==> config.mk <==
export PLATFORM = sky130hd
export DESIGN_NAME = linear_weighted_moving_average_x4
export DESIGN_NICKNAME = d
export VERILOG_FILES = /design/src/sv/lwma_pkg.sv /design/src/sv/lwma_store.sv /design/src/sv/lwma_lane.sv /design/src/sv/linear_weighted_moving_average_x4.sv
export SDC_FILE = /design/constraint.sdc
export NUM_CORES = 2
export LEC_CHECK = 0
export BUFFER_PORTS_ARGS = -buffer_cell sky130_fd_sc_hd__buf_2
export CAP_MARGIN = 20
export CORE_MARGIN = 5
export CORE_UTILIZATION = 33
export CTS_CLUSTER_SIZE = 14
export DETAILED_ROUTE_END_ITERATION = 10
export GPL_TIMING_DRIVEN = 0
export PLACE_DENSITY_LB_ADDON = 0.25
export RECOVER_POWER = 100
export SLEW_MARGIN = 0
export SYNTH_ARGS = -nofsm -noshare
export SYNTH_HDL_FRONTEND = slang
export SYNTH_SLANG_ARGS = --single-unit
==> constraint.sdc <==
create_clock -name clock -period 16.4 [get_ports clock]
set_clock_uncertainty 0.05 [all_clocks]
set_input_delay 3.28 -clock clock [delete_from_list [all_inputs] [get_ports clock]]
set_output_delay 3.28 -clock clock [all_outputs]
set_load 0.05 [all_outputs]
==> src/sv/lwma_pkg.sv <==
// ----------------------------------------------------------------------------
// lwma_pkg: shared types and constants of the weighted moving average
// Widths, sequencer states, the lane control word and the total weight
// function that gives the divisor for a window length.
// ----------------------------------------------------------------------------
`default_nettype none

package lwma_pkg;

   localparam int SAMPLE_W  = 16;
   localparam int CHANNELS  = 4;
   localparam int WORD_W    = SAMPLE_W * CHANNELS;
   localparam int WIN_MAX   = 32;
   localparam int PTR_W     = 5;
   localparam int LEN_W     = 6;
   localparam int SUM_W     = 22;
   localparam int WSUM_W    = 27;
   localparam int XS_W      = SAMPLE_W + 5;
   localparam int TOT_W     = 10;
   localparam int DEN_W     = TOT_W + SAMPLE_W - 1;
   localparam int SEEN_W    = 16;
   localparam int CNT_W     = 4;
   localparam int MUL_STEPS = LEN_W;
   localparam int DIV_STEPS = SAMPLE_W;

   localparam logic [SEEN_W-1:0] SEEN_MAX = {SEEN_W{1'b1}};

   typedef enum logic [2:0] {
      ST_IDLE,
      ST_UPDATE,
      ST_MULT,
      ST_LOAD,
      ST_DIV,
      ST_DONE
   } state_type;

   // Control word from the sequencer to each channel lane.
   typedef struct packed {
      logic             clear;
      logic             load;
      logic             update;
      logic             drop_valid;
      logic             mul_step;
      logic             mul_bit;
      logic             div_load;
      logic             div_step;
      logic [TOT_W-1:0] total;
   } lane_ctrl_type;

   // Sum of the weights 1..len, that is len*(len+1)/2.
   function automatic logic [TOT_W-1:0] total_weight(input logic [LEN_W-1:0] len);
      logic [TOT_W:0] prod;
      prod = (TOT_W+1)'(len) * ((TOT_W+1)'(len) + (TOT_W+1)'(1));
      return prod[TOT_W:1];
   endfunction

endpackage

`default_nettype wire

==> src/sv/lwma_store.sv <==
// ----------------------------------------------------------------------------
// lwma_store: sample ring buffer
// One word of four samples per entry, one write port and one registered
// read port. The read returns the entry as it was before a same-cycle write.
// ----------------------------------------------------------------------------
`default_nettype none

module lwma_store (
   input  wire                              clock,
   input  wire                              wr_en,
   input  wire  [lwma_pkg::PTR_W-1:0]       wr_addr,
   input  wire  [lwma_pkg::WORD_W-1:0]      wr_data,
   input  wire  [lwma_pkg::PTR_W-1:0]       rd_addr,
   output logic [lwma_pkg::WORD_W-1:0]      rd_data
);

   logic [lwma_pkg::WORD_W-1:0] mem_ff [lwma_pkg::WIN_MAX];
   logic [lwma_pkg::WORD_W-1:0] rd_data_ff;

   always_ff @(posedge clock) begin
      if (wr_en) begin
         mem_ff[wr_addr] <= wr_data;
      end
   end

   always_ff @(posedge clock) begin
      rd_data_ff <= mem_ff[rd_addr];
   end

   assign rd_data = rd_data_ff;

endmodule

`default_nettype wire

==> src/sv/lwma_lane.sv <==
// ----------------------------------------------------------------------------
// lwma_lane: one channel of the weighted moving average
// Keeps the plain and weighted window sums, multiplies the new sample by
// the window length one bit per cycle and divides by the total weight with
// a restoring divider that yields one quotient bit per cycle.
// ----------------------------------------------------------------------------
`default_nettype none

module lwma_lane (
   input  wire                                  clock,
   input  lwma_pkg::lane_ctrl_type              ctrl,
   input  wire  signed [lwma_pkg::SAMPLE_W-1:0] sample,
   input  wire  signed [lwma_pkg::SAMPLE_W-1:0] drop,
   output logic signed [lwma_pkg::SAMPLE_W-1:0] avg
);

   logic signed [lwma_pkg::SUM_W-1:0]    sum_ff;
   logic signed [lwma_pkg::WSUM_W-1:0]   wsum_ff;
   logic signed [lwma_pkg::XS_W-1:0]     xs_ff;
   logic        [lwma_pkg::WSUM_W-1:0]   rem_ff;
   logic        [lwma_pkg::DEN_W-1:0]    den_ff;
   logic        [lwma_pkg::SAMPLE_W-1:0] quo_ff;
   logic                                 neg_ff;

   logic signed [lwma_pkg::SAMPLE_W-1:0] drop_eff;
   logic        [lwma_pkg::WSUM_W-1:0]   den_ext;
   logic                                 fits;

   assign drop_eff = ctrl.drop_valid ? drop : '0;
   assign den_ext  = lwma_pkg::WSUM_W'(den_ff);
   assign fits     = rem_ff >= den_ext;

   // The weighted sum drops the old plain sum and gains len times the new
   // sample; samples not yet in the window count as zero.
   always_ff @(posedge clock) begin
      if (ctrl.clear) begin
         sum_ff  <= '0;
         wsum_ff <= '0;
      end else if (ctrl.update) begin
         sum_ff  <= sum_ff + lwma_pkg::SUM_W'(xs_ff) - lwma_pkg::SUM_W'(drop_eff);
         wsum_ff <= wsum_ff - lwma_pkg::WSUM_W'(sum_ff);
      end else if (ctrl.mul_step && ctrl.mul_bit) begin
         wsum_ff <= wsum_ff + lwma_pkg::WSUM_W'(xs_ff);
      end
   end

   always_ff @(posedge clock) begin
      if (ctrl.load) begin
         xs_ff <= lwma_pkg::XS_W'(sample);
      end else if (ctrl.mul_step) begin
         xs_ff <= xs_ff <<< 1;
      end
   end

   // The quotient magnitude never exceeds 2**15, so the divisor starts at
   // total << 15 and sixteen steps suffice.
   always_ff @(posedge clock) begin
      if (ctrl.div_load) begin
         neg_ff <= wsum_ff[lwma_pkg::WSUM_W-1];
         rem_ff <= wsum_ff[lwma_pkg::WSUM_W-1] ? lwma_pkg::WSUM_W'(-wsum_ff)
                                               : lwma_pkg::WSUM_W'(wsum_ff);
         den_ff <= {ctrl.total, {(lwma_pkg::SAMPLE_W-1){1'b0}}};
         quo_ff <= '0;
      end else if (ctrl.div_step) begin
         if (fits) begin
            rem_ff <= rem_ff - den_ext;
         end
         quo_ff <= {quo_ff[lwma_pkg::SAMPLE_W-2:0], fits};
         den_ff <= den_ff >> 1;
      end
   end

   assign avg = neg_ff ? lwma_pkg::SAMPLE_W'(-quo_ff) : quo_ff;

endmodule

`default_nettype wire

==> src/sv/linear_weighted_moving_average_x4.sv <==
// ----------------------------------------------------------------------------
// linear_weighted_moving_average_x4: four-channel weighted moving average
// Open, high, low and close samples pass through a ring buffer; each new word
// updates the per-channel window sums and, once the window is full, yields
// the weighted averages and the running sample number.
// ----------------------------------------------------------------------------
//   The req channel takes one word of four signed samples when req_valid is
//   high and req_stall is low. The rsp channel presents one result word per
//   input word once window_len words have arrived since reset or the last
//   window_len write; earlier words give no result.
//   csr_window_len sets the window length (0 counts as 1, above 32 as 32);
//   a write clears the window, the sample count and the sums.
//   Each word passes through one update step, six multiply steps, one
//   load step, sixteen divide steps and one step to hand the result
//   over; req_stall stays high meanwhile, so no new word is taken before
//   the last is through. The next word is accepted while a result waits
//   in the output register; a stalled rsp side holds the sequencer in
//   its done state only when a second result is ready. Synchronous reset
//   sets the window length to 1 and empties the block.
// ----------------------------------------------------------------------------
`default_nettype none

module linear_weighted_moving_average_x4 (
   input  wire                                  clock,
   input  wire                                  reset,
   input  wire                                  req_valid,
   output logic                                 req_stall,
   input  wire  signed [lwma_pkg::SAMPLE_W-1:0] req_open_val,
   input  wire  signed [lwma_pkg::SAMPLE_W-1:0] req_high_val,
   input  wire  signed [lwma_pkg::SAMPLE_W-1:0] req_low_val,
   input  wire  signed [lwma_pkg::SAMPLE_W-1:0] req_close_val,
   output logic                                 rsp_valid,
   input  wire                                  rsp_stall,
   output logic signed [lwma_pkg::SAMPLE_W-1:0] rsp_avg_open,
   output logic signed [lwma_pkg::SAMPLE_W-1:0] rsp_avg_high,
   output logic signed [lwma_pkg::SAMPLE_W-1:0] rsp_avg_low,
   output logic signed [lwma_pkg::SAMPLE_W-1:0] rsp_avg_close,
   output logic        [lwma_pkg::SEEN_W-1:0]   rsp_sample_number,
   input  wire                                  csr_valid,
   output logic                                 csr_ready,
   input  wire         [lwma_pkg::LEN_W-1:0]    csr_window_len
);

   lwma_pkg::state_type state_ff, state_in;

   logic [lwma_pkg::CNT_W-1:0]  cnt_ff, cnt_in;
   logic [lwma_pkg::LEN_W-1:0]  len_ff;
   logic [lwma_pkg::LEN_W-1:0]  mul_len_ff;
   logic [lwma_pkg::PTR_W-1:0]  wp_ff;
   logic [lwma_pkg::SEEN_W-1:0] seen_ff;
   logic [lwma_pkg::SEEN_W-1:0] seen_in;
   logic [lwma_pkg::SEEN_W-1:0] num_ff;
   logic                        drop_valid_ff;
   logic                        result_ff;
   logic                        rsp_valid_ff;
   logic signed [lwma_pkg::SAMPLE_W-1:0] avg_ff [lwma_pkg::CHANNELS];
   logic [lwma_pkg::SEEN_W-1:0] rsp_num_ff;

   logic                        accept;
   logic                        csr_write;
   logic                        publish;
   logic [lwma_pkg::LEN_W-1:0]  csr_len;
   logic [lwma_pkg::PTR_W-1:0]  rd_addr;
   logic [lwma_pkg::WORD_W-1:0] wr_data;
   logic [lwma_pkg::WORD_W-1:0] rd_data;
   lwma_pkg::lane_ctrl_type     ctrl;

   logic signed [lwma_pkg::SAMPLE_W-1:0] samples [lwma_pkg::CHANNELS];
   logic signed [lwma_pkg::SAMPLE_W-1:0] avgs    [lwma_pkg::CHANNELS];

   assign req_stall = (state_ff != lwma_pkg::ST_IDLE);
   assign csr_ready = (state_ff == lwma_pkg::ST_IDLE);
   assign accept    = req_valid && !req_stall;
   assign csr_write = csr_valid && csr_ready;

   always_comb begin
      csr_len = csr_window_len;
      if (csr_window_len == '0) begin
         csr_len = lwma_pkg::LEN_W'(1);
      end else if (csr_window_len > lwma_pkg::LEN_W'(lwma_pkg::WIN_MAX)) begin
         csr_len = lwma_pkg::LEN_W'(lwma_pkg::WIN_MAX);
      end
   end

   assign seen_in = (seen_ff == lwma_pkg::SEEN_MAX) ? seen_ff
                                                    : seen_ff + lwma_pkg::SEEN_W'(1);

   // The sample leaving the window sits len entries behind the write pointer;
   // for a full-size window that is the slot being overwritten.
   assign rd_addr = wp_ff - len_ff[lwma_pkg::PTR_W-1:0];
   assign wr_data = {req_close_val, req_low_val, req_high_val, req_open_val};

   assign samples[0] = req_open_val;
   assign samples[1] = req_high_val;
   assign samples[2] = req_low_val;
   assign samples[3] = req_close_val;

   lwma_store u_store (
      .clock   (clock),
      .wr_en   (accept),
      .wr_addr (wp_ff),
      .wr_data (wr_data),
      .rd_addr (rd_addr),
      .rd_data (rd_data)
   );

   for (genvar c = 0; c < lwma_pkg::CHANNELS; c++) begin : g_lane
      lwma_lane u_lane (
         .clock  (clock),
         .ctrl   (ctrl),
         .sample (samples[c]),
         .drop   (rd_data[c*lwma_pkg::SAMPLE_W +: lwma_pkg::SAMPLE_W]),
         .avg    (avgs[c])
      );
   end

   always_ff @(posedge clock) begin
      if (reset) begin
         state_ff <= lwma_pkg::ST_IDLE;
         cnt_ff   <= '0;
      end else begin
         state_ff <= state_in;
         cnt_ff   <= cnt_in;
      end
   end

   always_comb begin
      state_in         = state_ff;
      cnt_in           = cnt_ff;
      publish          = 1'b0;
      ctrl             = '0;
      ctrl.clear       = reset || csr_write;
      ctrl.load        = accept;
      ctrl.drop_valid  = drop_valid_ff;
      ctrl.mul_bit     = mul_len_ff[0];
      ctrl.total       = lwma_pkg::total_weight(len_ff);
      case (state_ff)
         lwma_pkg::ST_IDLE: begin
            if (accept) begin
               state_in = lwma_pkg::ST_UPDATE;
            end
         end
         lwma_pkg::ST_UPDATE: begin
            ctrl.update = 1'b1;
            cnt_in      = '0;
            state_in    = lwma_pkg::ST_MULT;
         end
         lwma_pkg::ST_MULT: begin
            ctrl.mul_step = 1'b1;
            cnt_in        = cnt_ff + lwma_pkg::CNT_W'(1);
            if (cnt_ff == lwma_pkg::CNT_W'(lwma_pkg::MUL_STEPS - 1)) begin
               state_in = lwma_pkg::ST_LOAD;
            end
         end
         lwma_pkg::ST_LOAD: begin
            ctrl.div_load = 1'b1;
            cnt_in        = '0;
            state_in      = lwma_pkg::ST_DIV;
         end
         lwma_pkg::ST_DIV: begin
            ctrl.div_step = 1'b1;
            cnt_in        = cnt_ff + lwma_pkg::CNT_W'(1);
            if (cnt_ff == lwma_pkg::CNT_W'(lwma_pkg::DIV_STEPS - 1)) begin
               state_in = lwma_pkg::ST_DONE;
            end
         end
         lwma_pkg::ST_DONE: begin
            if (!result_ff) begin
               state_in = lwma_pkg::ST_IDLE;
            end else if (!rsp_valid_ff || !rsp_stall) begin
               publish  = 1'b1;
               state_in = lwma_pkg::ST_IDLE;
            end
         end
         default: begin
            state_in = lwma_pkg::ST_IDLE;
         end
      endcase
   end

   always_ff @(posedge clock) begin
      if (reset) begin
         len_ff  <= lwma_pkg::LEN_W'(1);
         wp_ff   <= '0;
         seen_ff <= '0;
      end else if (csr_write) begin
         len_ff  <= csr_len;
         wp_ff   <= '0;
         seen_ff <= '0;
      end else if (accept) begin
         wp_ff   <= wp_ff + lwma_pkg::PTR_W'(1);
         seen_ff <= seen_in;
      end
   end

   always_ff @(posedge clock) begin
      if (accept) begin
         num_ff        <= seen_in;
         drop_valid_ff <= seen_ff >= lwma_pkg::SEEN_W'(len_ff);
         result_ff     <= seen_in >= lwma_pkg::SEEN_W'(len_ff);
         mul_len_ff    <= len_ff;
      end else if (state_ff == lwma_pkg::ST_MULT) begin
         mul_len_ff    <= mul_len_ff >> 1;
      end
   end

   always_ff @(posedge clock) begin
      if (reset) begin
         rsp_valid_ff <= 1'b0;
      end else if (publish) begin
         rsp_valid_ff <= 1'b1;
      end else if (!rsp_stall) begin
         rsp_valid_ff <= 1'b0;
      end
   end

   always_ff @(posedge clock) begin
      if (publish) begin
         for (int c = 0; c < lwma_pkg::CHANNELS; c++) begin
            avg_ff[c] <= avgs[c];
         end
         rsp_num_ff <= num_ff;
      end
   end

   assign rsp_valid         = rsp_valid_ff;
   assign rsp_avg_open      = avg_ff[0];
   assign rsp_avg_high      = avg_ff[1];
   assign rsp_avg_low       = avg_ff[2];
   assign rsp_avg_close     = avg_ff[3];
   assign rsp_sample_number = rsp_num_ff;

endmodule

`default_nettype wire
Word level (Yosys, flattened, before mapping) --
Memories as Yosys holds them, arrays and structs flattened. A register that Yosys moved wholly into a read port is not among the register bits. Cells that the tools add are included.
Storage, ports and cells: bits in read-only memories 0, memory bits (writable) 2112, bits in latches 0, output and inout bits 83, memories kept 2, register bits 631, input bits 75
Memory list:
- u_store.mem_ff | words 32, width 64, rd ports 1, clocked after memory_dff 1, write ports 1, line lwma_store.sv:17 | logic [lwma_pkg::WORD_W-1:0] mem_ff [lwma_pkg::WIN_MAX];
- avg_ff | words 4, width 16, rd ports 4, clocked after memory_dff 0, write ports 4, line linear_weighted_moving_average_x4.sv:56 | logic signed [lwma_pkg::SAMPLE_W-1:0] avg_ff [lwma_pkg::CHANNELS];
Cells by class: bitwise logic cells 0, order comparisons 7, add/sub/neg operators 33, reduce and logical (&&, ||, !) cells 28, multipliers 1, muxes and demuxes 73, shifts and indexed selects 0, equal/unequal tests 13, divide/modulo/power cells 0
Operator list (count):
- 27-bit 2-to-1 mux | 24
- 25-bit 2-to-1 mux | 8
- 21-bit 2-to-1 mux | 8
- 16-bit 2-to-1 mux | 9
- 27-bit by 21-bit adder with 27-bit output | 4
- 27-bit by 25-bit >= comparator with 1-bit output | 4
- 27-bit negator | 4
- 27-bit by 22-bit subtractor with 27-bit output | 4
- 27-bit by 25-bit subtractor with 27-bit output | 4
- 22-bit by 21-bit adder with 22-bit output | 4
- 22-bit by 16-bit subtractor with 22-bit output | 4
- 16-bit negator | 4
- 16-bit by 6-bit >= comparator with 1-bit output | 2
- 6-bit 2-to-1 mux | 4
- 3-bit one-hot mux with 6 select lines | 1
- 2-bit nonzero test | 9
- 16-bit by 1-bit adder with 16-bit output (second input constant) | 1
- 16-bit equality test (second input constant) | 1
- 3-bit 2-to-1 mux | 5
- 1-bit 2-to-1 mux | 13
- 6-bit by 7-bit multiplier with 11-bit output | 1
- 4-bit one-hot mux with 2 select lines | 1
- 2-bit AND reduction | 4
- 6-bit by 1-bit adder with 7-bit output (second input constant) | 1
- other kinds (20) | 31

Depth between registers and ports, before layout --
depth after elaboration 7, mapped depth 21

Hierarchy --
Synthesis repeated with hierarchy kept, for this count alone.
Unflattened totals: cells, all modules 9176, area, all modules 131035.7 um2
Modules (own cells, without submodules):
- lwma_store | times used 1, cells each 3097, area an instance 78977.0 um2
- lwma_lane at g_lane[0].u_lane ... | times used 2, cells each 1383, area an instance 11323.4 um2
- lwma_lane at g_lane[2].u_lane | times used 1, cells each 1364, area an instance 11272.1 um2
- lwma_lane at g_lane[3].u_lane | times used 1, cells each 1362, area an instance 11249.5 um2
- linear_weighted_moving_average_x4 | times used 1, cells each 587, area an instance 6890.4 um2

Least setup slack after synthesis --
OpenSTA, ideal clock, no wires.
kind input -> register, from input port req_valid, to register g_lane[0].u_lane.xs_ff[0] (netlist name) (enable), arrival time 9411 ps, buffers on the path 0, cell stages on the path 2, setup time 649 ps, data required time 15701 ps, slack 6290 ps, cells stage by stage nor2_1 nor3_1
Between the ends: cells in the longest elaborated chain, start to end 2
Ends and longest elaborated chain:
- start, declared | line linear_weighted_moving_average_x4.sv:26 | input wire req_valid,
- 1-bit logical AND | line linear_weighted_moving_average_x4.sv:73 | assign accept = req_valid && !req_stall;
- 2-bit nonzero test (no source line)
- end signal, assigned | line lwma_lane.sv:49 | xs_ff <= lwma_pkg::XS_W'(sample);
- end signal, assigned | line lwma_lane.sv:51 | xs_ff <= xs_ff <<< 1;
- end, declared | line lwma_lane.sv:19 | logic signed [lwma_pkg::XS_W-1:0] xs_ff;
Every way passes these cells. A chain may end at the register's enable or synchronous reset.

Worst setup path in the final report --
from input port req_valid, to memory u_store.mem_ff[2][45] (netlist name) (enable)
Between the ends: cells in the longest elaborated chain, start to end 3
Ends and longest elaborated chain:
- 1-bit logical AND | line linear_weighted_moving_average_x4.sv:73
- 1-bit 2-to-1 mux | line lwma_store.sv:21 | if (wr_en) begin
- 1-bit 2-to-1 mux (not written as such) | line lwma_store.sv:22 | mem_ff[wr_addr] <= wr_data;
- end, declared | line lwma_store.sv:17
Every way passes these cells.

==> flow_results.xml <==
<?xml version="1.0" encoding="UTF-8"?>
<metrics>
  <group name="run_status">
    <metric name="run_status" unit="">finished, violations left</metric>
    <metric name="violations_in_the_final_reports" unit="">capacitance limit, slew limit</metric>
  </group>
  <group name="synth">
    <metric name="netlist_area" unit="mm²">0.1263</metric>
    <metric name="syn-instance-count" unit="">9514</metric>
    <metric name="syn_area_per_cell" unit="µm²">13.28</metric>
    <metric name="synth_top_area_cell" unit="">edfxtp_1</metric>
    <metric name="synth_enable_flop_cells" unit="">2358</metric>
    <metric name="synthesis_warning_total" unit="">0</metric>
    <metric name="ys_async_sr_fraction" unit="%">0</metric>
    <metric name="postSynthRegisterBits" unit="">2732</metric>
    <metric name="netlist_top_cells_area" unit="">edfxtp_1, mux4_2, dfxtp_1</metric>
    <metric name="yosys_most_used_dff" unit="">edfxtp_1</metric>
    <metric name="synth_top_area_share" unit="%">56.05</metric>
    <metric name="synth_cell_type_count" unit="">83</metric>
    <metric name="postSynthNetCount" unit="">10055</metric>
    <metric name="share_of_synthesized_area_occupied_by_flip_flops_and_latches" unit="%">61.97</metric>
  </group>
  <group name="clock_network">
    <metric name="clk_latency" unit="ps">920</metric>
    <metric name="cts_inserted_buffers" unit="">301</metric>
    <metric name="cts.repair_timing.setup_buffer_count" unit="">0</metric>
    <metric name="tritoncts" unit="">built</metric>
    <metric name="clock_tree.htree_level_count" unit="">5</metric>
    <metric name="ctsResizeCount" unit="">0</metric>
    <metric name="cts_hold_repair.buffers" unit="">0</metric>
    <metric name="max-clock-path-buffers" unit="">4</metric>
    <metric name="cts_root_buf" unit="">clkbuf_16</metric>
    <metric name="clock_sinks" unit="">2732</metric>
    <metric name="cts.clk_slew.worst_paths" unit="ps">60</metric>
  </group>
  <group name="timing">
    <metric name="hold_violations_final" unit="">0</metric>
    <metric name="setup_viol" unit="">0</metric>
    <metric name="setup_slack" unit="ps">6904</metric>
    <metric name="worst_slew_margin_rel" unit="%">-66.39</metric>
    <metric name="max_clock_freq" unit="MHz">105.3</metric>
    <metric name="final.min_clock_period" unit="ps">9496</metric>
    <metric name="rsz0062_at_grt" unit="">no</metric>
    <metric name="tightest_slew" unit="ps">2487</metric>
    <metric name="report.final.slew_viol_count" unit="">3609</metric>
    <metric name="fin_crit_sh" unit="%">57.90</metric>
    <metric name="setup_tns" unit="ps">0</metric>
  </group>
  <group name="placed_design">
    <metric name="placed_area" unit="mm²">0.1358</metric>
    <metric name="gpl.final_weighted_congestion" unit="">0.8676</metric>
    <metric name="detailedPlace.worstSlack" unit="ps">9025</metric>
    <metric name="dp_hpwl" unit="mm">273.7</metric>
    <metric name="buffer_ports.inserted" unit="">157</metric>
  </group>
  <group name="route">
    <metric name="detail-route-antenna-nets" unit="">0</metric>
    <metric name="drc_errors" unit="">0</metric>
    <metric name="count_of_tritonroute_iterations_in_the_first_routing_pass" unit="">7</metric>
    <metric name="detailedRoute.firstIterationViolations" unit="">6860</metric>
    <metric name="avgRoutedWirePerCell" unit="µm">24.16</metric>
    <metric name="routed_via_density" unit="">5.208</metric>
    <metric name="drt-total-wl" unit="mm">371.5</metric>
    <metric name="detailroute.via_count" unit="">80097</metric>
  </group>
  <group name="setup_path">
    <metric name="crit_type" unit="">in -&gt; reg</metric>
    <metric name="critical_path.startpoint_type" unit="">input pin</metric>
    <metric name="critPathLaunch" unit="">req_valid</metric>
    <metric name="rr_startpoint" unit="">state_ff[0]$_SDFFE_PP0P_</metric>
    <metric name="worst_setup_end_kind" unit="">register</metric>
    <metric name="wp_data_required" unit="ps">16840</metric>
    <metric name="worstPathMaxFanout" unit="">25</metric>
    <metric name="critPathArrivalTime" unit="ps">9940</metric>
  </group>
  <group name="global_routing">
    <metric name="gr_overflow_total" unit="">0</metric>
    <metric name="combined_global_route_utilization_of_all_metal_layers" unit="%">18.21</metric>
    <metric name="initial_antenna_violation_count" unit="">31</metric>
    <metric name="grt_pass1_vias" unit="">80569</metric>
    <metric name="maximum_number_of_pins_on_one_net_before_global_route_repair" unit="">36</metric>
    <metric name="grt_pass1_wl" unit="mm">543.2</metric>
  </group>
  <group name="final_layout">
    <metric name="post-route-cell-area" unit="mm²">0.1438</metric>
    <metric name="area_occupied_by_multi_input_gates" unit="mm²">0.04453</metric>
    <metric name="fillerInstances" unit="">36423</metric>
    <metric name="area_growth" unit="%">13.86</metric>
    <metric name="nets" unit="">10637</metric>
    <metric name="postLayoutCoreUtil" unit="%">37.68</metric>
    <metric name="layout.area.seq" unit="mm²">0.07830</metric>
    <metric name="final_layout_size_suffix_gt1_share" unit="%">9.938</metric>
  </group>
  <group name="floorplan">
    <metric name="fp.dieW" unit="µm">628.7</metric>
    <metric name="initial_core_util" unit="%">33.10</metric>
    <metric name="io_pins" unit="">158</metric>
    <metric name="area_enclosed_by_the_die_boundary" unit="mm²">0.3953</metric>
    <metric name="floorplan.die.height" unit="µm">628.7</metric>
    <metric name="core_region_area" unit="mm²">0.3817</metric>
    <metric name="placementRows" unit="">227</metric>
  </group>
  <group name="worst_hold_path">
    <metric name="hold_path_class" unit="">reg -&gt; reg</metric>
    <metric name="hold_path_startpoint" unit="">num_ff[8]$_DFFE_PP_</metric>
  </group>
  <group name="power_and_ir_drop">
    <metric name="power.ir.vdd_worst" unit="µV">102.5</metric>
    <metric name="power.static_leakage" unit="nW">49.34</metric>
    <metric name="cellPowerDensity" unit="mW/mm²">135.9</metric>
  </group>
  <group name="run">
    <metric name="maxCapViolations" unit="">142</metric>
  </group>
</metrics>
==> worst max-delay path: stages <==
cell,delay [ps]
clkbuf_1,710
nand2_1,390
inv_1,220
clkbuf_1,300
nand2_1,300
nor2_1,1880
clkbuf_1,1320
clkbuf_1,1420
==> power by group <==
part | internal [mW] | switching (mW)
Sequential | 7.81 | 0.206
Clock | 3.89 | 2.89
Combinational | 1.84 | 2.92
Total | 13.5 | 6.01
==> state kept, by name (all words and copies together) (netlist names), 25 cells and up <==
name	cells
g_lane.u_lane.quo_ff	64
g_lane.u_lane.rem_ff	108
g_lane.u_lane.sum_ff	88
avg_ff	64
g_lane.u_lane.den_ff	25
g_lane.u_lane.wsum_ff	108
u_store.mem_ff	2048
g_lane.u_lane.xs_ff	84
u_store.rd_data	64
==> path summary, 6_finish.rpt <==
kind | slack, ps | depth (start not counted) | endpoint
worst max-delay path | 6900 | 8 | u_store.mem_ff[2][45]$_DFFE_PP_
worst min register to register | 370 | 0 | rsp_sample_number[8]$_DFFE_PP_
worst max register to register | 8370 | 9 | u_store.mem_ff[2][45]$_DFFE_PP_
worst min-delay path | 370 | 0 | rsp_sample_number[8]$_DFFE_PP_
==> cell usage in the layout, fill, tap and decap left out, types with 53 or more instances in the layout <==
| master | netlist | layout |
|---|---|---|
| nor2b_1 | 54 | 54 |
| a21oi_1 | 565 | 565 |
| xor2_1 | 135 | 135 |
| clkbuf_16 | 0 | 302 |
| nor3_1 | 88 | 88 |
| or3_1 | 70 | 70 |
| nand4_1 | 53 | 53 |
| dfxtp_1 | 374 | 374 |
| inv_1 | 504 | 504 |
| nor2_1 | 384 | 384 |
| ha_1 | 354 | 354 |
| mux4_2 | 512 | 512 |
| buf_1 | 118 | 105 |
| clkinv_2 | 0 | 53 |
| clkbuf_1 | 311 | 628 |
| fa_1 | 112 | 112 |
| nand2_1 | 1391 | 1391 |
| o21ai_0 | 503 | 506 |
| edfxtp_1 | 2358 | 2358 |
| a21o_1 | 144 | 144 |
| xnor2_1 | 356 | 356 |
| o31ai_1 | 56 | 56 |
| nand2b_1 | 63 | 63 |
| and2_1 | 79 | 67 |
| nand3_1 | 419 | 419 |
==> stage by stage <==
stage                     total power, mW  instances  hold WS [ps]
after floorplan                     11.33       9514         350.3
after global placement              12.84      14709         359.6
after detailed placement            12.90      14822         354.5
after CTS                           19.71      15363         368.6
after global routing                20.49      15374         377.0
final                               19.55      15379         365.8
==> cells in the mapped netlist (20+ instances only) <==
library cell  count
a211oi_1         34
a21o_1          144
a21oi_1         565
a31oi_1          39
and2_1           79
and3_1           38
buf_1           118
clkbuf_1        311
dfxtp_1         374
edfxtp_1       2358
fa_1            112
ha_1            354
inv_1           504
mux4_2          512
nand2_1        1391
nand2b_1         63
nand3_1         419
nand4_1          53
nor2_1          384
nor2b_1          54
nor3_1           88
nor4_1           36
o21a_1           36
o21ai_0         503
o21bai_1         25
o31ai_1          56
o41ai_1          20
or3_1            70
xnor2_1         356
xor2_1          135
==> final cells by class <==
cell class,instances,area share [%]
Antenna cell,7,0.01218
Inverter,504,1.315
Sequential cell,2732,54.43
Timing Repair Buffer,279,0.9212
Clock buffer,383,5.563
Clock inverter,158,1.287
Tap cell,5038,4.382
Multi-Input combinational cell,5848,30.95
Buffer,430,1.132
==> logic make-up after synthesis <==
family / after synthesis / share of synthesized area (%)
AO/OA/AOI/OAI: 1593 / 7.480
flip-flops: 2732 / 61.97
AND/OR/NAND/NOR: 2771 / 9.837
adder cells (fa/ha/maj): 466 / 5.281
multiplexers: 527 / 9.247
XOR/XNOR: 491 / 3.404
buffers and inverters: 934 / 2.776
==> per-layer routing <==
| metal | vias up | wire, µm | GRT usage [%] |
|---|---|---|---|
| met2 | 2482 | 177700 | 30.68 |
| met1 | 40443 | 158700 | 24.40 |
| li1 | 36549 | - | - |
| met3 | 623 | 20850 | 2.270 |
| met4 | 0 | 14250 | 6.004 |
| met5 | - | 0 | 0 |
(Power assumes the default switching activity.)
